==> config.mk <==
export PLATFORM = sky130hd
export DESIGN_NAME = jmts_norm_cell
export DESIGN_NICKNAME = d
export VERILOG_FILES = /design/src/hdl/jmts_norm_cell.sv
export SDC_FILE = /design/constraint.sdc
export NUM_CORES = 1
export LEC_CHECK = 0
export ABC_AREA = 1
export BUFFER_PORTS_ARGS = -buffer_cell sky130_fd_sc_hd__buf_2
export CAP_MARGIN = 25
export CORE_MARGIN = 3
export CORE_UTILIZATION = 38
export CTS_CLUSTER_DIAMETER = 40
export CTS_CLUSTER_SIZE = 24
export DETAILED_ROUTE_END_ITERATION = 6
export PLACE_DENSITY = 0.74
export SYNTH_ARGS = -nofsm -noshare
export SYNTH_HDL_FRONTEND = slang
export SYNTH_SLANG_ARGS = --single-unit
==> constraint.sdc <==
create_clock -name clk -period 0.8 [get_ports clk]
set_clock_uncertainty 0.1 [all_clocks]
set_input_delay 0.04 -clock clk [delete_from_list [all_inputs] [get_ports clk]]
set_output_delay 0.04 -clock clk [all_outputs]
set_load 0.02 [all_outputs]
==> src/hdl/jmts_norm_cell.sv <==
// One normalizing cell: shifts the mixture left by a fixed amount when its top bits are zero.
// Depends on nothing but its parameters.
`timescale 1ns / 1ps

module jmts_norm_cell #(
	parameter int MW = 53,
	parameter int SH = 1,
	parameter int ZW = 6
) (
	input  logic          clk,
	input  logic          arst_n,
	input  logic          in_valid,
	input  logic [MW-1:0] in_v,
	input  logic [ZW-1:0] in_z,
	output logic          out_valid,
	output logic [MW-1:0] out_v,
	output logic [ZW-1:0] out_z
);

	logic          hit;
	logic          valid_q;
	logic [MW-1:0] v_q;
	logic [ZW-1:0] z_q;

	assign hit = in_v[MW-1 -: SH] == '0;

	always_ff @(posedge clk or negedge arst_n) begin
		if (!arst_n) begin
			valid_q <= 1'b0;
		end else begin
			valid_q <= in_valid;
		end
	end

	always_ff @(posedge clk) begin
		v_q <= hit ? (in_v << SH) : in_v;
		z_q <= hit ? (in_z + ZW'(SH)) : in_z;
	end

	assign out_valid = valid_q;
	assign out_v     = v_q;
	assign out_z     = z_q;

endmodule

# Yosys cells after proc, flatten, opt, wreduce, memory -nomap -nowiden
# Index checks and enable logic that the tools add are counted.
# totals
reg_bits	60
inputBits	62
word_cells	8
# op_classes
n_addsub	1
muxes	2
# ops
cell	n
two-way mux 52 bit	1
adder 6 x 1 -> 6 bit (second input constant)	1
two-way mux 6 bit	1

# Longest topological paths before layout
# logic_depth
depth_word	2
depth_mapped	6
depth_no_buf	6

# Least setup slack after synthesis
# No wires, ideal clock.
# synth_path
path_kind	input to register
from	input port in_v[52]
to	register v_q[52] (netlist: out_v[52])
setup_ns	0.123
arrival_ns	0.463
required_time_ns	0.577
setup_slack_ns	0.113
cell_stages	2
n_path_buf	1
path_cell_list	buf_4 -> or2_2
# synth_lines
element	line	source
from (decl)	13	input logic [MW-1:0] in_v,
to (signal assigned)	36	v_q <= hit ? (in_v << SH) : in_v;
to (decl)	22	logic [MW-1:0] v_q;
# No word-level cell between the ends.

# Final worst setup path
# layout_path
from	register valid_q (netlist: out_valid)
to	output port out_valid
# layout_lines
element	line	source
from (decl)	21	logic valid_q;
from (signal assigned)	31	valid_q <= in_valid;
to (decl)	15	output logic out_valid,
# No word-level cell between the ends.

==> out/qor.txt <==
layout cells sized above 1: 47.0%
Avg Cell Area, Syn: 8.09 um2
Min Hold Slack: -0.117 ns
Initial Util: 39.6%
gr usage total: 21.1%
clock share of power: 38.5%
CP max FO: 1
worst slew pin tran: 0.267 ns
num rows: 26
Leakage: 2.08 nW
DRC: 0
Clock Tree Buf Depth: 2
Die ar.: 0.00630 mm2
Fill cells: 353
1st-pass router iterations: 5
delay-heaviest family, CP: flip-flops
pins over their slew limit: 0
Cell variety after synth: 16
Die X: 79.4 um
max incr delay on CP: 0.37 ns
initial antenna violation count: 0
Max-Slew Margin vs Limit: 82.2%
violated checks: negative hold slack, negative setup slack
drt total wl: 6480 um
post-synthesis sequential area ratio: 59.0%
crit end category: output port
Hold Vio Cnt, Final: 4
crit-path cells: buf_6
Critical Path Source Type: flip-flop
ys async rst share: 1.67%
Setup Buffers After CTS: 0
# IOs: 122
syn nets: 316
Post-DP HPWL: 3730 um
sequential power share: 41.5%
Nets: 505
vias in the first global route: 2,293
hold-critical path depth: 3
maxcap violations: 0
initial DRC count: 86
final setup margin: -0.167 ns
area of the multi-input gates: 689 um2
WP depth: 1
global-route wire length before repair: 10,200 um
RSZ-0062 raised after global routing: true
IO Port Bufs: 121
Cells after Synth: 253
Post-Place Worst Slack: -0.0764 ns
ANT nets after route: 0
Tot Pwr: 8.16 mW
post-synth top area share: 57.7%
Worst Hold Path EP: out_z[2]$_DFF_P_
Sw Ratio: 24.6%
gpl congestion: 0.764
FF+latch count, synth: 60
most area-hungry cell type in the Yosys netlist: dfxtp_1
min Tclk post-route: 0.967 ns
htree depth: 3
Peak supply drop: 1.35 mV
status: finished with violations
via count: 2,263
CP bufs+invs: 1
Arr. time, crit path: 0.83 ns
Worst Hold Class: in2reg
CTS root buffer: clkbuf_8
largest net degree at the start of global routing: 28
Via density: 4.38
Final Cycle Share: 121%
Crit path required time: 0.66 ns
Yosys Warn Count: 0
Die Span Y: 79.4 um
ANT cells: 0
Final setup viols: 62
grt total ovfl: 0
Syn-to-layout area delta: 95.0%
critical path class: reg2out
Fmax: 1030 MHz
Wirelength per Cell: 12.5 um
min-delay src: in_z[2]
CTS clk-pin slew, worst paths: 0.07 ns
Num CTS Buffers: 9
core area: 0.00517 mm2
Util after Layout: 77.1%
CTS tree: yes
part of the power in combinational logic: 20.0%
slowest CP cell: dfrtp_1
Num Clock Sinks: 60
pwr/cell area: 2050 mW/mm2
Post-synth EDFFs: 0
Synth Cell Area: 0.00205 mm2
top cells by area, synth: dfxtp_1 58%, nand2_1 28%, buf_6 3.3%, buf_4 2.2%, inv_1 1.8%
Top FF cell, synth: dfxtp_1
Internal: 6.15 mW
Psw: 2.01 mW
register area: 0.00128 mm2
## power by group through the flow
stage	sequential, mW	clock (mW)	combinational, mW
after CTS	3.39	3.18	1.60
after floorplan	3.66	0	0.321
final	3.39	3.14	1.63
after global placement	3.34	0	1.08
after detailed placement	3.35	0	1.10
after global routing	3.41	3.35	1.76
## how the worst max path moves through the flow
stage                                   start                    to  slack, ns
after global routing      out_valid$_DFF_PN0_             out_valid      -0.21
after detailed placement             in_v[52]      out_z[5]$_DFF_P_      -0.08
final                     out_valid$_DFF_PN0_             out_valid      -0.17
after CTS                 out_valid$_DFF_PN0_             out_valid      -0.18
after floorplan                      in_v[52]  out_v[52]$_SDFF_PP1_       0.11
after global placement               in_v[52]      out_z[5]$_DFF_P_      -0.05
## area by class of cell
type | count | share of cell area [%]
Clock buffer | 12 | 4.14
Clock inverter | 4 | 1.76
Inverter | 10 | 0.941
Multi-Input combinational cell | 171 | 17.3
Sequential cell | 60 | 32.1
Tap cell | 70 | 2.20
Timing Repair Buffer | 190 | 41.6
## metal layers
metal / vias to the layer above / global-route usage [%] / part of all wire, %
li1: 1130 / - / -
met1: 1035 / 21.6 / 38
met2: 92 / 40.2 / 55
met3: 6 / 6.66 / 6.5
met4: 0 / 6.53 / 1.1
met5: - / 0 / 0
## synthesized netlist by cell type (2+ instances only)
| cell type | count |
|---|---|
| buf_4 | 6 |
| dfxtp_1 | 59 |
| nor2_1 | 3 |
| xor2_1 | 2 |
| inv_1 | 10 |
| nand3_1 | 2 |
| nand2_1 | 155 |
| o21ai_0 | 3 |
| buf_6 | 6 |
## layout by cell type, fill, tap and decap left out
| cell type | instances |
|---|---|
| buf_12 | 1 |
| buf_2 | 61 |
| buf_4 | 9 |
| buf_6 | 60 |
| bufinv_16 | 2 |
| clkbuf_8 | 12 |
| clkinv_2 | 2 |
| dfrtp_1 | 1 |
| dfxtp_2 | 59 |
| dlygate4sd3_1 | 59 |
| ha_1 | 1 |
| inv_1 | 9 |
| inv_2 | 1 |
| nand2_1 | 155 |
| nand3_1 | 2 |
| nand4_1 | 1 |
| nor2_1 | 3 |
| nor2_4 | 1 |
| o21ai_0 | 3 |
| o21ai_2 | 1 |
| or2_2 | 1 |
| xnor2_1 | 1 |
| xor2_1 | 2 |
## kinds of logic after synthesis
kind of cell,count (synthesis),synth area share [%]
and+or+nand+nor,163,30.6
adders and majority gates,1,0.612
DFF,60,59.0
AOI/OAI and AO/OA,4,1.16
xor gates and xnor gates,3,1.28
buffers and inverters,22,7.34
## stage by stage
step	std cells	instance area (um2)	hold WS [ns]	setup TNS, ns
floorplan	253	2050	-0.356	0
global placement	442	2710	-0.286	-0.488
detailed placement	442	2710	-0.284	-1.77
CTS	516	3980	-0.166	-7.03
global route	517	3990	-0.125	-8.04
finish	517	3990	-0.117	-5.97
## timing repair
| item | in CTS | in global routing |
|---|---|---|
| setup endpoints to repair | 60 | 62 |
| hold buffers | 58 | 3 |
| resized for setup | 178 | 1 |
| hold endpoints to repair | 61 | 6 |
## registers in the layout, summed over array words and instances, names as in the netlist
name       cells
out_v         53
out_z          6
out_valid      1
No activity file was read; power rests on OpenSTA's default activity.
