`src/hdl/jmts_pkg.sv`:
```
// Shared constants of the smoothed term score block.
// No dependencies.
`timescale 1ns / 1ps

package jmts_pkg;

	localparam int COUNT_BITS_DEF = 20;
	localparam int PROB_FRAC_DEF  = 32;
	localparam int PROB_BITS      = 32;
	localparam int WEIGHT_BITS    = 17;
	localparam int MANT_BITS      = 32;
	localparam int LOG_STEPS      = 32;
	localparam int SCORE_BITS     = 32;
	localparam int LN2_BITS       = 31;

	localparam logic [WEIGHT_BITS-1:0] ONE_Q16      = 17'h10000;
	localparam logic [WEIGHT_BITS-1:0] WEIGHT_RESET = 17'h08000;
	localparam logic [SCORE_BITS-1:0]  SCORE_MIN    = 32'h80000000;
	localparam logic [LN2_BITS-1:0]    LN2_Q31      = 31'd1488522236;

endpackage

```
`src/hdl/jmts_log_cell.sv`:
```
// One squaring cell of the base-two logarithm: yields one fraction bit per item.
// Depends on jmts_pkg.
`timescale 1ns / 1ps

module jmts_log_cell #(
	parameter int TW = 8
) (
	input  logic                           clk,
	input  logic                           arst_n,
	input  logic                           in_valid,
	input  logic [jmts_pkg::MANT_BITS-1:0] in_x,
	input  logic [jmts_pkg::MANT_BITS-1:0] in_frac,
	input  logic [TW-1:0]                  in_tag,
	output logic                           out_valid,
	output logic [jmts_pkg::MANT_BITS-1:0] out_x,
	output logic [jmts_pkg::MANT_BITS-1:0] out_frac,
	output logic [TW-1:0]                  out_tag
);

	import jmts_pkg::*;

	logic [2*MANT_BITS-1:0] sq;
	logic                   hi;
	logic                   valid_q;
	logic [MANT_BITS-1:0]   x_q;
	logic [MANT_BITS-1:0]   frac_q;
	logic [TW-1:0]          tag_q;

	assign sq = (2*MANT_BITS)'(in_x) * (2*MANT_BITS)'(in_x);
	assign hi = sq[2*MANT_BITS-1];

	always_ff @(posedge clk or negedge arst_n) begin
		if (!arst_n) begin
			valid_q <= 1'b0;
		end else begin
			valid_q <= in_valid;
		end
	end

	always_ff @(posedge clk) begin
		x_q    <= hi ? sq[2*MANT_BITS-1:MANT_BITS] : sq[2*MANT_BITS-2:MANT_BITS-1];
		frac_q <= {in_frac[MANT_BITS-2:0], hi};
		tag_q  <= in_tag;
	end

	assign out_valid = valid_q;
	assign out_x     = x_q;
	assign out_frac  = frac_q;
	assign out_tag   = tag_q;

endmodule

```
`config.mk`:
```
export PLATFORM = sky130hd
export DESIGN_NAME = jmts_log_cell
export DESIGN_NICKNAME = d
export VERILOG_FILES = /design/src/hdl/jmts_pkg.sv /design/src/hdl/jmts_log_cell.sv
export SDC_FILE = /design/constraint.sdc
export NUM_CORES = 2
export LEC_CHECK = 0
export BUFFER_PORTS_ARGS = -buffer_cell sky130_fd_sc_hd__buf_2
export CORE_MARGIN = 2
export CORE_UTILIZATION = 55
export CTS_CLUSTER_SIZE = 10
export DETAILED_ROUTE_END_ITERATION = 12
export PLACE_DENSITY = 0.72
export SLEW_MARGIN = 25
export SYNTH_ARGS = -nofsm -noshare
export SYNTH_HDL_FRONTEND = slang
export SYNTH_SLANG_ARGS = --single-unit
```
`constraint.sdc`:
```
create_clock -name clk -period 0.8 [get_ports clk]
set_input_delay 0.08 -clock clk [delete_from_list [all_inputs] [get_ports clk]]
set_output_delay 0.08 -clock clk [all_outputs]
set_load 0.02 [all_outputs]
```
# [Word level (Yosys, flattened, before mapping)]
# Index checks and enable logic that the tools add are counted.
[classes] n_mul=1 n_mux=1
[op_table] cell="$mul A32 B32 Y64" count=1
[op_table] cell="$mux W31" count=1
[word_totals] out_inout_bits=73 regBits=73 wordCells=7 inputBits=75

# [Depth between registers and ports, before layout]
[logic_depth] ltp_word=2 mapped_depth=32 depth_no_buf=28

# [Worst setup path before layout]
# No wires, ideal clock.
[synth_timing] path_type="in2reg" start="in in_x[7] in the netlist's numbering" end="reg x_q[10] (netlist: out_x[10])" slack_ps=-7136 n_path_buf=3 setup_ps=121 stages=29 required_ps=679 t_arrival_ps=7815 path_cell_list="clkbuf_1 clkbuf_1 nand2_1 fa_1 inv_1 fa_1 fa_1 inv_1 fa_1 inv_1 fa_1 inv_1 fa_1 inv_1 fa_1 fa_1 ha_1 a21oi_2 o21ai_0 a211o_1 a221oi_2 o21a_2 a31oi_1 o41ai_2 o21ai_2 a31o_4 xnor2_4 buf_6 mux2_2"
[synth_between] elab_chain_cells=2
[synth_rtl] item="from (decl)" line_no="jmts_log_cell.sv:11" source="input logic [jmts_pkg::MANT_BITS-1:0] in_x,"
[synth_rtl] item="$mul A32 B32 Y64" line_no="jmts_log_cell.sv:29" source="assign sq = (2*MANT_BITS)'(in_x) * (2*MANT_BITS)'(in_x);"
[synth_rtl] item="$mux W31" line_no="jmts_log_cell.sv:41" source="x_q <= hi ? sq[2*MANT_BITS-1:MANT_BITS] : sq[2*MANT_BITS-2:MANT_BITS-1];"
[synth_rtl] item="to (signal assigned)" line_no="jmts_log_cell.sv:41"
[synth_rtl] item="to (decl)" line_no="jmts_log_cell.sv:25" source="logic [MANT_BITS-1:0] x_q;"
# Every way passes these cells.
# A chain may end at the register's enable or synchronous reset.

# [Final worst setup path]
[layout_timing] start="in in_x[13] in the netlist's numbering" end="reg x_q[4] (netlist: out_x[4])"
# Same word-level chain as after synthesis.

==> out/metrics.csv <==
stage;metric;value;unit
run_status;outcome;finished with violations;
run_status;failing checks;setup timing;
clock_network;maximum clock path buffer count;2;
floorplanning;Ports;148;
sta;Final setup violation count;106;
grt;initial antenna violation count;6;
hold_path;HP Class;input port to async pin;
route;1st-pass router iterations;6;
sta;Setup TNS Final;-245.32;ns
floorplanning;# rows;86;
logic_synthesis;Cell Area, Synth;30800;um^2
logic_synthesis;Post-synth ARST share;1.37;%
setup_path;critical path required time;1.04;ns
sta;Slew @ Worst Pin;0.678;ns
logic_synthesis;Ys Warns;0;
setup_path;Crit Path Category;input port to register;
logic_synthesis;Synth Register Bits;73;
logic_synthesis;Post-Syn Area per Cell;9.56;um^2
sta;Slew Limit Fails;0;
grt;first-pass GRT wire length;149;mm
floorplanning;Starting Density;55.8;%
route;Routed WL;98.6;mm
logic_synthesis;top cells by area, synth;fa_1 51%, ha_1 12%, inv_1 12%, dfxtp_1 4.7%, and2_1 4.6%;
clock_network;Num CTS Buffers;9;
sta;Period Utilization, post-route;1010;%
logic_synthesis;largest area contributor in the netlist;fa_1;
setup_path;Startpoint Class;input port;
sta;final hold vios;0;
setup_path;CP arrival;8.34;ns
clock_network;CTS tree;done;
sta;min Tclk post-route;8.10;ns
logic_synthesis;top cell type's share of synthesized area;51.4;%
sta;unrepaired setup endpoints after global routing;yes;
final_layout;utilization after layout;72.0;%
floorplanning;die area;57900;um^2
sta;final worst slack;-7.30;ns
clock_network;Clk pin slew, worst setup/hold paths;0.07;ns
logic_synthesis;post-synthesis cell type count;59;
job;Max Cap Viol;0;
logic_synthesis;top_reg_cell synth;dfxtp_1;
floorplanning;die height;241;um
logic_synthesis;number of synthesized flops with an enable pin;0;
final_layout;fin nets;5123;
setup_path;slowest stage delay, CP;0.75;ns
final_layout;share of post-route cells with drive strength above 1;27.6;%
logic_synthesis;Mapped Cells;3222;
place;Post-Place Cell Area;37000;um^2
logic_synthesis;Net Count, Synth;4388;
setup_path;Max FO, Critical Path;9;
setup_path;critical path's slowest cell;fa_1;
grt;grt ovf;0;
floorplanning;width of the die;241;um
logic_synthesis;register area share after synthesis;4.76;%
clock_network;CTS H-tree depth;3;
grt;vias in the first global route;28794;
route;drt via density;5.38;
route;Avg WL per Cell;20.9;um
place;DP Wirelength;72.2;mm
final_layout;Filler Cell Count;3672;
place;RD Place Congestion;0.977;
setup_path;CP Launch Point;in_x[13];
floorplanning;core outline area;55200;um^2
final_layout;post-route cell area;39700;um^2
route;vias;25323;
route;Iteration-0 DRC Markers;1721;
place;buffers added on ports;146;
route;Final ANT Viol Nets;0;
route;drc violations;0;
sta;Max Clock Freq;123;MHz
grt;GRT Resource Usage Total;33.9;%
clock_network;clk root buf;clkbuf_16;
setup_path;CP most frequent cell;fa_1;
final_layout;Layout area overhead;29.0;%
sta;relative slew slack;54.4;%
setup_path;CP endpoint kind;register;
clock_network;clock sink total;73;
grt;largest net degree at the start of global routing;22;
setup_path;Worst setup endpoint;out_x[4];
sta;WHS;0.0398;ns
-- sequential cells by signal, summed over array words and instances (netlist names) --
register and count:
out_valid 1, out_tag 8, out_x 32, out_frac 32
-- repair_timing --
action | in CTS | in global routing
endpoints found under the hold margin | 41 | 0
resized for setup | 340 | 145
setup buffers | 16 | 19
gates cloned | 2 | 6
setup endpoints to repair | 106 | 106
pin swaps | 48 | 65
hold buffers | 41 | 0
-- worst max-delay path, delay by kind of cell --
| kind | cells | cell delay (ns) |
|---|---|---|
| AND/OR/NAND/NOR | 1 | 0.18 |
| multiplexers | 1 | 0.33 |
| buffers and inverters | 10 | 1.14 |
| XOR/XNOR | 1 | 0.19 |
| adder cells (fa/ha/maj) | 9 | 4.46 |
| AO/OA/AOI/OAI | 9 | 1.93 |
-- layout make-up --
class	count	area, um^2	area share (%)
antenna	1	2.50	0.00630
clock buffer	11	233	0.586
clock inverter	5	104	0.261
inverter	978	3680	9.26
multi-input combinational	2058	26000	65.5
sequential	73	1560	3.92
tap	748	936	2.36
timing repair buffer	837	7200	18.1
-- how the worst min path moves through the flow --
stage | from | endpoint | depth (start not counted)
2_1_floorplan | arst_n | out_valid | 0
3_3_place_gp | arst_n | out_valid | 1
3_5_place_dp | arst_n | out_valid | 1
4_1_cts | arst_n | out_valid | 2
5_1_grt | arst_n | out_valid | 2
6_report | arst_n | out_valid | 2
-- metrics by stage --
| step | worst slack, ns | cells |
|---|---|---|
| after floorplan | -6.58 | 3222 |
| after global placement | -7.10 | 4612 |
| after detailed placement | -7.19 | 4612 |
| after CTS | -6.61 | 4687 |
| after global routing | -7.38 | 4711 |
| final | -7.30 | 4711 |
-- cells in the final DEF (no fill, tap or decap), types with 38 or more instances in the layout --
master / netlist / final
buf_4: 0 / 605
fa_1: 791 / 748
ha_1: 300 / 281
a21oi_1: 74 / 63
dlygate4sd3_1: 0 / 41
nor2_1: 58 / 49
xor2_1: 39 / 38
and2_1: 228 / 209
xnor2_1: 42 / 38
nand2_1: 291 / 275
dfxtp_2: 0 / 71
buf_6: 2 / 91
buf_2: 0 / 47
fa_2: 0 / 43
inv_1: 977 / 954
-- logic make-up (layout without fill, tap and decap cells) --
family,Yosys count,count (layout),share of synthesized area [%]
buf+inv,1091,1831,13.4
simple gates,638,638,10.1
xor+xnor,82,82,2.39
mux,34,34,1.21
flops,73,73,4.76
fa+ha+maj,1091,1091,63.6
compound gates,213,213,4.52
other cells,0,1,0
-- synth_stat cells, types with 2 or more instances --
cell,number
dfxtp_1,72
a41oi_1,5
ha_1,300
nor2_1,58
o2111ai_1,3
a211o_1,2
o21ai_0,34
and2_1,228
a21o_1,21
nand4_1,15
buf_6,2
a221oi_1,3
o211ai_1,5
inv_1,977
o21a_1,8
mux2_2,26
clkbuf_1,110
o31ai_1,2
xnor2_1,42
nand2_1,291
xor2_1,39
fa_1,791
o221a_2,2
a21oi_1,74
a31oi_1,9
nor2b_1,12
or2_2,6
a21boi_0,2
o21bai_1,15
a21oi_2,2
a31o_2,11
nand3_1,5
and3_1,6
nor3_1,3
mux2i_1,8
nand2b_1,6
a211oi_1,5
-- layer usage --
metal	share of wire, %	global-route usage (%)	up-vias	routed length [um]
met4	9.1	23.2	8	8980
met5	0.058	0	-	57
met2	50	60.4	1310	49200
met3	8.1	5.39	585	7940
li1	-	-	10794	-
met1	33	37.3	12626	32500
Power is not shown: default switching activity piles up to over one toggle a cycle in this logic, so the estimate is an artifact.
