[src/hdl/jmts_pkg.sv]
// Shared constants of the smoothed term score block.
// No dependencies.
`timescale 1ns / 1ps

package jmts_pkg;

	localparam int COUNT_BITS_DEF = 20;
	localparam int PROB_FRAC_DEF  = 32;
	localparam int PROB_BITS      = 32;
	localparam int WEIGHT_BITS    = 17;
	localparam int MANT_BITS      = 32;
	localparam int LOG_STEPS      = 32;
	localparam int SCORE_BITS     = 32;
	localparam int LN2_BITS       = 31;

	localparam logic [WEIGHT_BITS-1:0] ONE_Q16      = 17'h10000;
	localparam logic [WEIGHT_BITS-1:0] WEIGHT_RESET = 17'h08000;
	localparam logic [SCORE_BITS-1:0]  SCORE_MIN    = 32'h80000000;
	localparam logic [LN2_BITS-1:0]    LN2_Q31      = 31'd1488522236;

endpackage

[src/hdl/jmts_mix.sv]
// Two-stage mixer of the document ratio and the collection probability.
// Depends on jmts_pkg.
`timescale 1ns / 1ps

module jmts_mix #(
	parameter int QW = 52,
	parameter int MW = 53
) (
	input  logic                             clk,
	input  logic                             arst_n,
	input  logic                             in_valid,
	input  logic [QW-1:0]                    in_ratio,
	input  logic                             in_len_zero,
	input  logic [jmts_pkg::PROB_BITS-1:0]   in_prob,
	input  logic [jmts_pkg::WEIGHT_BITS-1:0] weight,
	output logic                             out_valid,
	output logic [MW-1:0]                    out_mix
);

	import jmts_pkg::*;

	localparam int LW = QW / 2;
	localparam int HW = QW - LW;
	localparam int SW = MW + 16;

	logic [WEIGHT_BITS-1:0]    w_sat;
	logic [WEIGHT_BITS-1:0]    fw;
	logic [QW-1:0]             ratio_m;
	logic                      valid_s1;
	logic [LW+WEIGHT_BITS-1:0] plo_s1;
	logic [HW+WEIGHT_BITS-1:0] phi_s1;
	logic [PROB_BITS+WEIGHT_BITS-1:0] pw_s1;
	logic [SW-1:0]             sum;
	logic                      valid_s2;
	logic [MW-1:0]             mix_s2;

	assign w_sat   = (weight > ONE_Q16) ? ONE_Q16 : weight;
	assign fw      = ONE_Q16 - w_sat;
	assign ratio_m = in_len_zero ? '0 : in_ratio;

	assign sum = (SW'(phi_s1) << LW) + SW'(plo_s1) + SW'(pw_s1);

	always_ff @(posedge clk or negedge arst_n) begin
		if (!arst_n) begin
			valid_s1 <= 1'b0;
			valid_s2 <= 1'b0;
		end else begin
			valid_s1 <= in_valid;
			valid_s2 <= valid_s1;
		end
	end

	always_ff @(posedge clk) begin
		plo_s1 <= (LW+WEIGHT_BITS)'(ratio_m[LW-1:0]) * (LW+WEIGHT_BITS)'(fw);
		phi_s1 <= (HW+WEIGHT_BITS)'(ratio_m[QW-1:LW]) * (HW+WEIGHT_BITS)'(fw);
		pw_s1  <= (PROB_BITS+WEIGHT_BITS)'(in_prob) * (PROB_BITS+WEIGHT_BITS)'(w_sat);
		mix_s2 <= sum[SW-1:16];
	end

	assign out_valid = valid_s2;
	assign out_mix   = mix_s2;

endmodule

[config.mk]
export PLATFORM = sky130hd
export DESIGN_NAME = jmts_mix
export DESIGN_NICKNAME = d
export VERILOG_FILES = /design/src/hdl/jmts_pkg.sv /design/src/hdl/jmts_mix.sv
export SDC_FILE = /design/constraint.sdc
export NUM_CORES = 2
export LEC_CHECK = 0
export BUFFER_PORTS_ARGS = -buffer_cell sky130_fd_sc_hd__buf_4
export CORE_UTILIZATION = 45
export CTS_CLUSTER_DIAMETER = 150
export DETAILED_ROUTE_END_ITERATION = 8
export SYNTH_ARGS = -nofsm -noshare
export SYNTH_HDL_FRONTEND = slang
export SYNTH_SLANG_ARGS = --single-unit
[constraint.sdc]
create_clock -name clk -period 3.2 [get_ports clk]
set_input_delay 0.16 -clock clk [delete_from_list [all_inputs] [get_ports clk]]
set_output_delay 0.16 -clock clk [all_outputs]
set_load 0.05 [all_outputs]
Word-level counts from Yosys, hierarchy flattened
Index checks and enable logic that the tools add are counted.

Flip-flop bits (word level): 190. Output and inout bits: 54. Word-level logic and storage cells: 15.

Add/sub/neg operators: 3. Multiply operators: 3. $lt $le $gt $ge: 1. Mux-type cells: 2.

Operators by type and width (number): 26-bit by 17-bit multiplier with 43-bit output (2); 69-bit by 43-bit adder with 69-bit output (1); 69-bit by 49-bit adder with 69-bit output (1); 52-bit two-way mux (1); 32-bit by 17-bit multiplier with 49-bit output (1); 17-bit greater-than comparator (second input constant) (1); 17-bit two-way mux (1); 17-bit subtractor (first input constant) (1).

Logic depth before layout (Yosys ltp)
Depth in word-level cells: 4. Mapped depth: 43.

Worst setup path before layout
OpenSTA, ideal clock, no wires.

Path type: input-to-reg. From: input port weight[3] (netlist bit). To: register plo_s1[35]. Setup time: 0.122 ns. Arrival: 8.912 ns. Data required time: 3.078 ns. Path slack: -5.834 ns. Cell stages on the path: 41. Path through: or3_1 > or3_4 > nor2_4 > nand2_2 > o31ai_4 > clkbuf_1 > and2_1 > buf_2 > buf_2 > inv_1 > ha_1 > inv_1 > a211o_1 > buf_6 > xor2_1 > buf_2 > buf_2 > nand2_1 > (+5 left out) > inv_1 > fa_1 > inv_1 > fa_1 > inv_1 > fa_1 > ha_1 > buf_2 > a21o_1 > a21o_1 > a21oi_1 > o21ai_1 > a221o_1 > nand2_1 > nand4bb_2 > a2111oi_4 > nor4_1 > a311o_1.

Cells in the longest elaborated chain, start to end: 4.

RTL lines: start, declared (RTL line jmts_mix.sv:15) `input logic [jmts_pkg::WEIGHT_BITS-1:0] weight,`; 17-bit greater-than comparator (RTL line jmts_mix.sv:37) `assign w_sat = (weight > ONE_Q16) ? ONE_Q16 : weight;`; 17-bit two-way mux (*) (RTL line jmts_mix.sv:37); 17-bit subtractor (*) (RTL line jmts_mix.sv:38) `assign fw = ONE_Q16 - w_sat;`; 26-bit by 17-bit multiplier with 43-bit output (*) (RTL line jmts_mix.sv:54) `plo_s1 <= (LW+WEIGHT_BITS)'(ratio_m[LW-1:0]) * (LW+WEIGHT_BITS)'(fw);`; end signal, assigned (RTL line jmts_mix.sv:54); end, declared (RTL line jmts_mix.sv:30) `logic [LW+WEIGHT_BITS-1:0] plo_s1;`.

Every way passes the cells marked *; elsewhere a longest branch is shown, timed or not.

Worst setup path after layout
Ends and elaborated chain as after synthesis.

==> summary.md <==
| Metric | Value |
|---|---|
| Run status | `finished with violations` |
| Failing checks | `setup timing` |
| Power per cell area | `1240 nW/um2` |
| Final hold slack | `167 ps` |
| Post-synth top area cell | `fa_1` |
| Die Wd | `346 um` |
| R2R Path Start | `plo_s1[13]$_DFF_P_` |
| WL per Instance | `18.4 um` |
| Sw frac | `0.495` |
| Pin count of the biggest net entering global routing | `73` |
| Inst Count DP | `8636` |
| Clk slew on worst S/H paths | `80 ps` |
| CTS Buf Count | `17` |
| Final Skew | `30.7 ps` |
| Hold Path Depth | `3` |
| Clock latency on the worst-skew pair | `520 ps` |
| Nets | `8939` |
| CTS root buf | `clkbuf_16` |
| Gp weighted congestion | `roughly 0.96` |
| Clk sinks | `between 150 and 200` |
| Commonest non-fill, non-tap cell in the layout | `inv_1` |
| Worst EP arrival | `8380 ps` |
| PortBufs | `158` |
| Die Ht | `346 um` |
| Starting DRT DRC Count | `between 2000 and 3000` |
| Antenna-violating nets left | `0` |
| Fin. max-slew vios | `0` |
| R2r setup slk | `-510 ps` |
| Min-Delay Startpoint | `weight[0]` |
| Clock Path Buffers | `2` |
| Initial Utilization | `0.456` |
| Worst-Margin Slew | `~1000 ps` |
| Syn Nets | `7965` |
| Post-route DRC | `0` |
| CTS tree | `yes` |
| Fmax | `about 130 MHz` |
| Yosys warnings | `0` |
| Mapped Cells | `6239` |
| DRT Pass-1 Iters | `8` |
| Peak VDD IR | `2670 uV` |
| Seq/Total Area, Yosys | `0.0717` |
| DIE AREA | `120000 um2` |
| Crit-path most repeated cell | `fa_1` |
| Fin cells | `8753` |
| Crit path required time | `3640 ps` |
| First-pass GRT wire length | `around 260 mm` |
| Commonest non-fill, non-tap cells in the layout | `1489 x inv_1, 1157 x fa_1, 1135 x nand2_1` |
| Core area | `about 120000 um2` |
| Reg2reg path depth | `14` |
| Global Route Usage Sum | `0.276` |
| Routed vias | `between 40000 and 50000` |
| Hold Path Sink | `pw_s1[0]$_DFF_P_` |
| Setup crit start kind | `input pin` |
| Synth cell types | `82` |
| Dominant cells by area after synthesis | `fa_1 45%, inv_1 11%, ha_1 10%` |
| Pleak | `0.0354 uW` |
| Post-Syn Area | `~53000 um2` |
| Synth top area share | `0.446` |
| RSZ-0062 raised after global routing | `true` |
| Combinational Power Share | `0.913` |
| # setup viols final | `157` |
| FF-to-FF End | `out_mix[43]$_DFF_P_` |
| H-tree Lvls | `4` |
| Post-layout min period | `7940 ps` |
| Synth Flop Type | `dfxtp_1` |
| Initial antenna violation count | `4` |
| Final worst slack | `-4740 ps` |
| Final hold vios | `0` |
| CP Capture Type | `register` |
| Mean post-synth cell area | `8.53 um2` |
| Clk pwr share | `0.028` |
| Relative slew slack | `0.303` |
| CP Class | `in -> reg` |
| Core Rows | `125` |
| Worst hold path class | `in -> reg` |
| Flops & latches, synth | `190` |
| Ports | `159` |
| Area delta synth->final | `26.0%` |
| Vias in the first global route | `46900` |
| Layout cells sized above 1 | `0.228` |
| Flop pwr share | `0.059` |
| EDFF count, synth | `0` |
| Synth async-reset ratio | `0.0105` |
| Crit path max fanout | `5` |
| Final Cycle Share | `2.48` |
| Crit-path max cell delay | `550 ps` |
| PnR Total Power | `between 80000 and 90000 uW` |
| NetSw | `41000 uW` |
| Critical path's slowest cell | `fa_1` |
| Post-DR vias/cell | `5.03` |
| GR Overflow Total | `0` |
| Max-cap violations | `0` |
| Int Pwr | `41800 uW` |
| DP Wirelength | `137 mm` |
| Routed WL | `~160 mm` |
-- critical path: cells and delay by family --
kind	cells	cell delay, ps
XOR/XNOR	1	170
AO/OA/AOI/OAI	5	1410
buffers and inverters	11	960
AND/OR/NAND/NOR	13	2230
adder cells (fa/ha/maj)	8	3410
-- flip-flops by register name, indices dropped and copies added, names as in the netlist --
| signal | flops |
|---|---|
| out_mix | 53 |
| out_valid | 1 |
| phi_s1 | 43 |
| plo_s1 | 43 |
| pw_s1 | 49 |
| valid_s1 | 1 |
-- worst max path at each step --
stage                         endpoint  slack [ps]      start  cells after the start
floorplan           plo_s1[35]$_DFF_P_       -5170  weight[2]                     41
global placement    phi_s1[41]$_DFF_P_       -5350  weight[2]                     38
detailed placement  plo_s1[42]$_DFF_P_       -5510  weight[2]                     36
CTS                 phi_s1[42]$_DFF_P_       -4610  weight[3]                     37
global route        plo_s1[35]$_DFF_P_       -4940  weight[3]                     38
finish              plo_s1[35]$_DFF_P_       -4740  weight[3]                     38
-- through the flow --
stage | cell area (um2) | utilization | setup WS, ps | setup TNS [ps]
3_3_place_gp | 63800 | 0.547 | -5350 | -554960
4_1_cts | 66100 | 0.566 | -4610 | -454750
2_1_floorplan | 53600 | - | -5170 | -478140
3_5_place_dp | 63800 | 0.547 | -5510 | -566260
6_report | 67000 | 0.574 | -4740 | -466550
5_1_grt | 67000 | 0.574 | -4940 | -498670
-- what timing repair did --
action                     in CTS  in global routing
hold endpoints to repair        3                  0
hold buffers                    3                  0
gates cloned                    2                  3
buffers inserted               58                 33
pin swaps                     186                129
gates resized for setup       254                175
setup endpoints to repair     161                165
-- per-layer routing --
layer  vias to the layer above  GRT usage  wire [um]  share of wire
met2                      1238      0.462      77000           0.48
met4                         4     0.0873       5800          0.036
li1                      20200          -          -              -
met1                     22300      0.371      68800           0.43
met5                         -          0         24        0.00015
met3                       241     0.0342       9410          0.058
-- cell usage after synthesis (7+ instances only) --
| cell | number |
|---|---|
| or3_1 | 7 |
| nand4_1 | 31 |
| nor3_1 | 23 |
| o31ai_1 | 8 |
| xor2_1 | 57 |
| ha_1 | 437 |
| nand2_1 | 1164 |
| nor2_1 | 292 |
| nand2b_1 | 64 |
| a211oi_1 | 11 |
| a31oi_1 | 19 |
| inv_1 | 1539 |
| nor2b_1 | 88 |
| o21ai_0 | 70 |
| fa_1 | 1184 |
| buf_1 | 33 |
| a21o_1 | 110 |
| xnor2_1 | 129 |
| o21a_1 | 15 |
| and3_1 | 71 |
| clkbuf_1 | 216 |
| dfxtp_1 | 188 |
| or2_2 | 7 |
| a21oi_1 | 158 |
| nand3_1 | 35 |
| and2_1 | 96 |
| o21bai_1 | 26 |
| buf_2 | 46 |
-- cell families after synthesis --
kind of cell | synth area share
adder cells (fa/ha/maj) | 0.548
XOR/XNOR | 0.0315
AO/OA/AOI/OAI | 0.0609
buffers and inverters | 0.132
multiplexers | 0.000800
flip-flops | 0.0717
AND/OR/NAND/NOR | 0.155
-- final cells by class --
| type | instances | area [um2] |
|---|---|---|
| multi-input cells | 4207 | 44300 |
| flip-flops and latches | 190 | 3810 |
| repair buffers | 1257 | 10500 |
| diodes | 3 | 7.51 |
| clock inverters | 15 | 190 |
| clock buffers | 17 | 425 |
| well taps | 1524 | 1910 |
| fillers | 10500 | 49700 |
| inverters | 1540 | 5790 |
-- power groups by stage --
stage          Combinational (uW)  Sequential (uW)  Clock, uW
2_1_floorplan               36700             5850          0
3_3_place_gp                65400             4970          0
3_5_place_dp                66000             4970          0
4_1_cts                     71800             4930       2370
5_1_grt                     82700             5010       2460
6_report                    75500             4920       2320
Power figures use the tool's default switching activity.
