### config.mk
export PLATFORM = sky130hd
export DESIGN_NAME = jmts_div_cell
export DESIGN_NICKNAME = d
export VERILOG_FILES = /design/src/hdl/jmts_div_cell.sv
export SDC_FILE = /design/constraint.sdc
export NUM_CORES = 1
export LEC_CHECK = 0
export BUFFER_PORTS_ARGS = -buffer_cell sky130_fd_sc_hd__clkbuf_2
export CAP_MARGIN = 0
export CELL_PAD_IN_SITES_DETAIL_PLACEMENT = 1
export CELL_PAD_IN_SITES_GLOBAL_PLACEMENT = 1
export CORE_MARGIN = 3
export CORE_UTILIZATION = 32
export DETAILED_ROUTE_END_ITERATION = 7
export GPL_TIMING_DRIVEN = 0
export PLACE_DENSITY = 0.88
export SKIP_LAST_GASP = 1
export SLEW_MARGIN = 20
export SYNTH_ARGS = -nofsm -noshare
export SYNTH_HDL_FRONTEND = slang
export SYNTH_SLANG_ARGS = --single-unit
### constraint.sdc
create_clock -name clk -period 1 [get_ports clk]
set_input_delay 0.3 -clock clk [delete_from_list [all_inputs] [get_ports clk]]
set_output_delay 0.3 -clock clk [all_outputs]
set_load 0.01 [all_outputs]
### src/hdl/jmts_div_cell.sv
// One restoring division cell: produces one quotient bit of the document ratio.
// Depends on nothing but its parameters.
`timescale 1ns / 1ps

module jmts_div_cell #(
	parameter int CB = 20,
	parameter int QW = 52,
	parameter int PB = 32
) (
	input  logic          clk,
	input  logic          arst_n,
	input  logic          in_valid,
	input  logic [CB-1:0] in_rem,
	input  logic [CB-1:0] in_num,
	input  logic [QW-1:0] in_quo,
	input  logic [CB-1:0] in_len,
	input  logic [PB-1:0] in_prob,
	output logic          out_valid,
	output logic [CB-1:0] out_rem,
	output logic [CB-1:0] out_num,
	output logic [QW-1:0] out_quo,
	output logic [CB-1:0] out_len,
	output logic [PB-1:0] out_prob
);

	logic [CB:0]   trial;
	logic [CB:0]   diff;
	logic          ge;
	logic          valid_q;
	logic [CB-1:0] rem_q;
	logic [CB-1:0] num_q;
	logic [QW-1:0] quo_q;
	logic [CB-1:0] len_q;
	logic [PB-1:0] prob_q;

	assign trial = {in_rem, in_num[CB-1]};
	assign ge    = trial >= {1'b0, in_len};
	assign diff  = trial - {1'b0, in_len};

	always_ff @(posedge clk or negedge arst_n) begin
		if (!arst_n) begin
			valid_q <= 1'b0;
		end else begin
			valid_q <= in_valid;
		end
	end

	always_ff @(posedge clk) begin
		rem_q  <= ge ? diff[CB-1:0] : trial[CB-1:0];
		num_q  <= {in_num[CB-2:0], 1'b0};
		quo_q  <= {in_quo[QW-2:0], ge};
		len_q  <= in_len;
		prob_q <= in_prob;
	end

	assign out_valid = valid_q;
	assign out_rem   = rem_q;
	assign out_num   = num_q;
	assign out_quo   = quo_q;
	assign out_len   = len_q;
	assign out_prob  = prob_q;

endmodule

==> impl_metrics.tcl, run 1 <==
set metrics [dict create \
    dp_hpwl_um 14000 \
    error "[ERROR GRT-0232] Routing congestion too high. Check the congestion heatmap in the GUI." \
    crit_endpoint "out_rem[12]$_DFF_P_/D" \
    syn_nets 520 \
    grt_max_degree 17 \
    io_pins 292 \
    gp_congestion 0.861 \
    ys_top_cells_by_area "dfxtp_1 (68%), ha_1 (5.9%), o21ai_0 (3.0%)" \
    clock-root-buffer "clkbuf_16" \
    async_flop_share 0.00694 \
    synth-edff-count 0 \
    status "aborted with a tool error" \
    synth_area_per_cell_um2 12.0 \
    failing_step "global routing" \
    synth_top_area_share 0.677 \
    synth_top_area_cell "dfxtp_1" \
    grt_use_total 0.735 \
    row_count 41 \
    synth.ff_latch_count 144 \
    seq_area_frac_synth 0.683 \
    synth_flop_cell "dfxtp_1" \
    portBuffers 289 \
    synthesis.area_um2 4230 \
    cts_buffers 17 \
    netlist-cell-type-count 43 \
    cts_htree_levels 4 \
    netlist_top_cells_count "dfxtp_1 (143), nand2_1 (32), o21ai_0 (25)" \
    synth_warnings 0 \
    antenna_found_initial 9 \
    cts_max_path_buffers 2 \
    die_w_um 121 \
    clock_sinks 144 \
    pre_cts_slack_ns -1.51 \
    die_h_um 121 \
    endpoint_type "register input" \
    synth_most_common_cell "dfxtp_1" \
    grt-ovfl-total 99 \
    dp.cells 813 \
    synth_cells 352 \
    initial_core_util 0.331 \
]
-- metrics by stage --
stage | hold WS, ns | instance area (µm²)
detailed placement | 0.0831 | 6090
floorplan | 0.00441 | 4430
CTS | 0.00118 | 8550
global placement | 0.0748 | 6090
-- timing repair --
item	CTS
resized for setup	134
hold endpoints to repair	116
pin swaps	12
buffers inserted	16
hold buffers	116
setup endpoints to repair	165
-- kinds of logic after synthesis --
family,after synthesis,share of synthesized area
flip-flops,144,0.683
AO/OA/AOI/OAI,73,0.108
AND/OR/NAND/NOR,57,0.0598
buffers and inverters,33,0.0311
adder cells (fa/ha/maj),21,0.0639
XOR/XNOR,17,0.0352
multiplexers,6,0.0180
other,1,0.000887
-- routing by layer --
metal,overflow,GRT usage
met5,0,0.0221
met3,0,0.529
met1,0,0.717
met4,35,0.820
met2,64,0.937
==> inputs of run 2 (changes only) <==
--- a/config.mk
+++ b/config.mk
@@ -7,13 +7,11 @@
 export LEC_CHECK = 0
 export BUFFER_PORTS_ARGS = -buffer_cell sky130_fd_sc_hd__clkbuf_2
 export CAP_MARGIN = 0
-export CELL_PAD_IN_SITES_DETAIL_PLACEMENT = 1
-export CELL_PAD_IN_SITES_GLOBAL_PLACEMENT = 1
-export CORE_MARGIN = 3
-export CORE_UTILIZATION = 32
+export CORE_AREA = 3 3 114 116
 export DETAILED_ROUTE_END_ITERATION = 7
+export DIE_AREA = 0 0 117 119
 export GPL_TIMING_DRIVEN = 0
-export PLACE_DENSITY = 0.88
+export PLACE_DENSITY_LB_ADDON = 0.15
 export SKIP_LAST_GASP = 1
 export SLEW_MARGIN = 20
 export SYNTH_ARGS = -nofsm -noshare
==> run 2 against run 1 <==
Net effect:
- the flow now finishes, with violations (negative setup slack)
- area after synthesis unchanged
- synthesized cell count unchanged
==> impl_metrics.tcl, run 2 <==
set metrics [dict create \
    io_pins 292 \
    die_w_um 117 \
    row_count 40 \
    finalMaxSlewViolations 0 \
    synth_area_per_cell_um2 12.0 \
    first_pass_iters 4 \
    syn2layout_area_growth_pct 114 \
    finish.instance_area_um2 9050 \
    path_clk_slew_ns 0.06 \
    grt_first_pass_wirelength_um 24800 \
    clock-root-buffer "clkbuf_16" \
    netlist-cell-type-count 43 \
    dp_hpwl_um 11100 \
    drive_gt1_frac 0.621 \
    hold_class "input pin to register" \
    worstPathArrival_ns 2.23 \
    synth_warnings 0 \
    worstPathCellList "buf_12, inv_12, ha_4, a21o_1, a31oi_2, nand2_2, a311o_1, a21oi_4, buf_6, buf_8, mux2i_1" \
    gp_congestion 0.770 \
    synthesis.area_um2 4230 \
    wl_per_cell_um 20.1 \
    netlist_top_cells_count "dfxtp_1 (143), nand2_1 (32), o21ai_0 (25)" \
    failed_checks "negative setup slack" \
    status "complete, but fails checks" \
    syn_nets 520 \
    viasPerCell 4.62 \
    die_h_um 119 \
    finalHoldViolCount 0 \
    whs_path_depth 1 \
    final_common_cell "clkbuf_2" \
    grt_pass1_vias 4543 \
    cts_max_path_buffers 2 \
    maxCapViolations 0 \
    cts_htree_levels 4 \
    multi_input_area_um2 1510 \
    cp.required_ns 1.34 \
    ff_latch_area_um2 3010 \
    vias 4432 \
    fin_tns_setup_ns -38.87 \
    clock_sinks 144 \
    leakage_uw 0.00426 \
    core_area_um2 12000 \
    async_flop_share 0.00694 \
    placed_area_um2 6060 \
    synth.ff_latch_count 144 \
    grt_use_total 0.239 \
    fmax_mhz 529 \
    layout_common_cells "clkbuf_2 (140), dlygate4sd3_1 (119), dfxtp_2 (95)" \
    synth_most_common_cell "dfxtp_1" \
    synth-edff-count 0 \
    slowest_delay_ns 0.37 \
    wl_um 19300 \
    crit_fanout 5 \
    drc 0 \
    finalHoldWorstSlack_ns 0.0112 \
    cp_slowest_cell "a311o_1" \
    cts_buffers 17 \
    final_antenna_net_count 0 \
    initial_core_util 0.352 \
    start_kind "input pin" \
    worstSetupPathType "input pin to register" \
    synth_top_area_cell "dfxtp_1" \
    final_net_count 967 \
    cts_tree "yes" \
    seq_area_frac_synth 0.683 \
    fp.dieArea_um2 13900 \
    synth_cells 352 \
    grt-ovfl-total 0 \
    powerDensity_nw_per_um2 1740 \
    synth_top_area_share 0.677 \
    vdd_ir_drop_max_mv 1.19 \
    timing.final.crit_share 1.89 \
    antenna_found_initial 1 \
    grt_max_degree 17 \
    largest_register_ffs 52 \
    ys_top_cells_by_area "dfxtp_1 (68%), ha_1 (5.9%), o21ai_0 (3.0%)" \
    rsz0062_at_grt "yes" \
    fillers 732 \
    finalSetupViolations 165 \
    synth_flop_cell "dfxtp_1" \
    cp-end-kind "register" \
    dr.first_iter.drc_count 212 \
    fin_crit_ns 1.89 \
    setup_slack_ns -0.891 \
    portBuffers 289 \
]
## run 2: cell counts after synthesis
Identical to the previous run, type by type.
## run 2: repair_timing
action / in CTS / in global routing
pin swaps: 15 / 22
hold buffers: 118 / 1
setup buffers: 16 / 4
endpoints found under the hold margin: 118 / 2
setup endpoints to repair: 165 / 165
cloned: 1 / 2
gates resized for setup: 83 / 336
## run 2: cells by family (layout without fill, tap and decap cells)
group                      after synthesis  in the layout  synth area share
and+or+nand+nor                         57             57            0.0598
DFF                                    144            144             0.683
buffers and inverters                   33            492            0.0311
adders and majority gates               21             21            0.0639
other                                    1              2          0.000887
xor gates and xnor gates                17             17            0.0352
AOI/OAI and AO/OA                       73             73             0.108
muxes                                    6              6            0.0180
## run 2: cell type report
type	count	share of cell area
multi-input cells	175	0.166
clock inverters	11	0.0118
clock buffers	20	0.0505
inverters	24	0.0122
flip-flops and latches	144	0.332
well taps	147	0.0203
diodes	1	0.000276
repair buffers	430	0.396
plain buffers	7	0.0104
## run 2: worst paths after layout
path                            from    endpoint  slack, ns
max in group asynchronous     arst_n   out_valid       0.71
max                        in_len[4]  out_rem[0]      -0.89
min in group asynchronous     arst_n   out_valid       0.20
min                        in_len[4]  out_len[4]       0.01
## run 2: critical path, delay by kind of cell
kind / cells / cell delay [ns]
compound gates: 4 / 1.02
fa+ha+maj: 1 / 0.22
buf+inv: 4 / 0.42
mux: 1 / 0.16
simple gates: 1 / 0.09
## run 2: metrics by stage
step	power, µW	setup slack, ns	instances	utilization
after global placement	8460	-1.47	788	0.505
after global routing	16300	-0.966	958	0.753
final	15700	-0.891	959	0.754
after floorplan	7500	-1.04	352	-
after CTS	15100	-0.808	952	0.689
after detailed placement	8480	-1.47	788	0.505
## run 2: report_power, final
| group | switching (µW) | internal (µW) | leakage [µW] |
|---|---|---|---|
| logic | 1390 | 1860 | 0.00278 |
| clock network | 2490 | 3560 | 0.000269 |
| registers | 202 | 6240 | 0.00122 |
## run 2: routing by layer
layer | part of all wire | global-route usage | vias to the layer above
met5 | 0 | 0 | -
met4 | 0.042 | 0.121 | 0
met3 | 0.070 | 0.0727 | 58
met2 | 0.53 | 0.415 | 214
met1 | 0.36 | 0.258 | 2087
li1 | - | - | 2073
No activity file was read; power rests on OpenSTA's default activity.
==> inputs of run 3 (changes only) <==
--- a/config.mk
+++ b/config.mk
@@ -5,11 +5,13 @@
 export SDC_FILE = /design/constraint.sdc
 export NUM_CORES = 1
 export LEC_CHECK = 0
+export ABC_AREA = 1
 export BUFFER_PORTS_ARGS = -buffer_cell sky130_fd_sc_hd__clkbuf_2
 export CAP_MARGIN = 0
-export CORE_AREA = 3 3 114 116
+export CORE_MARGIN = 3
+export CORE_UTILIZATION = 40
+export CTS_BUF_LIST = sky130_fd_sc_hd__clkbuf_4 sky130_fd_sc_hd__clkbuf_8
 export DETAILED_ROUTE_END_ITERATION = 7
-export DIE_AREA = 0 0 117 119
 export GPL_TIMING_DRIVEN = 0
 export PLACE_DENSITY_LB_ADDON = 0.15
 export SKIP_LAST_GASP = 1
==> run 3 against run 2 <==
Net effect:
- the run still ends with negative setup slack left
- maximum frequency is 17% higher
- worst setup slack gained 0.28 ns
- die area decreased by 9.1%
- area after synthesis grew 7.2%
- sequential share of layout area is 1.6 points lower
- critical path type unchanged
- via count is 25% higher
- utilization increased by 12 points
- synthesized cell count up 36%
- largest cell class unchanged
- sequential power barely moved
- first-iteration DRC count grew to 2.9 times the previous value
==> impl_metrics.tcl, run 3 <==
set metrics [dict create \
    timing.final.crit_share 1.61 \
    layout_common_cells "clkbuf_2 (132), dlygate4sd3_1 (124), nand2_1 (95), dfxtp_2 (95), buf_6 (89)" \
    worstSetupPathType "input pin to register" \
    finalMaxSlewViolations 0 \
    start_kind "input pin" \
    antenna_found_initial 1 \
    synth-edff-count 0 \
    met1_usage 0.357 \
    die_h_um 112 \
    final_common_cell "clkbuf_2" \
    cts_max_path_buffers 2 \
    largest_register_ffs 52 \
    grt_max_degree 17 \
    fillers 492 \
    wl_per_cell_um 23.6 \
    dr.first_iter.drc_count 611 \
    rsz0062_at_grt "yes" \
    ys_top_cells_by_area "dfxtp_1 (63%), nand2_1 (12%), inv_1 (5.5%)" \
    viasPerCell 5.11 \
    seq_area_frac_synth 0.637 \
    core_area_um2 10900 \
    clock-root-buffer "clkbuf_8" \
    grt_pass1_vias 5230 \
    clock_sinks 144 \
    synth.ff_latch_count 144 \
    netlist-cell-type-count 27 \
    hold_class "input pin to register" \
    cts_buffers 17 \
    synth_top_area_share 0.631 \
    fin_tns_setup_ns -40.67 \
    synth_cells 480 \
    netlist_top_cells_count "dfxtp_1 (143), nand2_1 (143), inv_1 (67)" \
    portBuffers 289 \
    top_usage_layer "met2" \
    failed_checks "negative setup slack" \
    globalRouteMet3Util 0.0873 \
    finalHoldViolCount 0 \
    worstPathArrival_ns 1.96 \
    path_clk_slew_ns 0.08 \
    grt-ovfl-total 0 \
    finalPower_uw 15100 \
    setup_slack_ns -0.611 \
    drc 0 \
    instances_no_fill 1087 \
    dp.cells 909 \
    wl_um 25700 \
    first_pass_iters 5 \
    crit_fanout 5 \
    finalSetupViolations 165 \
    vias 5554 \
    final_net_count 1101 \
    synthesis.area_um2 4530 \
    synth_top_area_cell "dfxtp_1" \
    gp_congestion 0.899 \
    async_flop_share 0.00694 \
    fp.dieArea_um2 12600 \
    status "complete, but fails checks" \
    powerDensity_nw_per_um2 1570 \
    leakage_uw 0.00477 \
    gr-usage-met2 0.539 \
    dp_hpwl_um 12300 \
    cts_htree_levels 4 \
    io_pins 292 \
    die_w_um 112 \
    fin_crit_ns 1.61 \
    fmax_mhz 621 \
    vdd_ir_drop_max_mv 1.61 \
    cp-end-kind "register" \
    final_antenna_net_count 0 \
    cp.required_ns 1.35 \
    synth_area_per_cell_um2 9.45 \
    drive_gt1_frac 0.600 \
    cts_tree "yes" \
    syn_nets 648 \
    initial_core_util 0.415 \
    synth_warnings 0 \
    post-route-util 0.875 \
    maxCapViolations 0 \
    grt_first_pass_wirelength_um 29600 \
    syn2layout_area_growth_pct 111 \
    synth_flop_cell "dfxtp_1" \
    row_count 38 \
    finalHoldWorstSlack_ns 0.0571 \
    grt_use_total 0.311 \
]
[run 3: changes by cell type in the layout (fill, tap and decap cells not counted), moves of 10 or more]
cell and delta:
nand3_1 +14, nor2_1 +13, inv_1 +31, clkbuf_8 +11
nand3_2 +13, nand2_4 +16, nand2_2 +30, nand2_1 +71
o21ai_0 -10, clkbuf_16 -17
[run 3: layout make-up]
cell class	instances	area (µm²)	area share
diodes	1	2.50	0.000261
plain buffers	4	62.6	0.00654
clock buffers	20	256	0.0268
clock inverters	12	133	0.0139
inverters	68	290	0.0303
multi-input cells	264	1930	0.202
flip-flops and latches	144	3030	0.316
well taps	140	175	0.0183
repair buffers	434	3690	0.386
[run 3: final timing paths]
path | from | endpoint | slack, ns | cells after the start
setup / recovery | in_rem[9] | out_rem[11] | -0.61 | 12
hold / removal | in_rem[18] | out_rem[19] | 0.06 | 3
max in group asynchronous | arst_n | out_valid | 0.73 | 2
min in group asynchronous | arst_n | out_valid | 0.18 | 2
[run 3: metal layers]
layer / vias up / wire (µm)
met1: 2618 / 9020
met4: 0 / 1570
met3: 111 / 2460
met5: - / 0
met2: 449 / 12600
li1: 2376 / -
[run 3: cell families after synthesis]
logic type | after synthesis | synth area share
simple gates | 213 | 0.197
other cells | 1 | 0.000827
buf+inv | 72 | 0.0637
compound gates | 20 | 0.0246
xor+xnor | 9 | 0.0174
flops | 144 | 0.637
fa+ha+maj | 21 | 0.0596
[run 3: repair_timing]
item	in CTS	in global routing
hold endpoints to repair	124	1
gates resized for setup	72	398
pin swaps	5	33
hold buffers	123	1
cloned	0	2
buffers inserted	5	14
setup endpoints to repair	165	165
[run 3: power breakdown]
part           internal, µW  switching, µW
sequential             6210            258
clock                  2320           2530
combinational          1940           1810
[run 3: worst max-delay path, stage by stage]
cell	delay, ns
buf_2	0.14
ha_4	0.35
nand2_4	0.09
buf_4	0.14
nor2_1	0.20
inv_1	0.09
nor2_1	0.24
nor2_1	0.11
nand2_1	0.09
nand2_1	0.08
nand2_1	0.08
nand2_1	0.05
[run 3: metrics by stage]
step | cell area (µm²) | setup slack, ns
floorplan | 4910 | -0.562
finish | 9570 | -0.611
global route | 9570 | -0.629
detailed placement | 6540 | -1.01
global placement | 6540 | -0.992
CTS | 8490 | -0.376
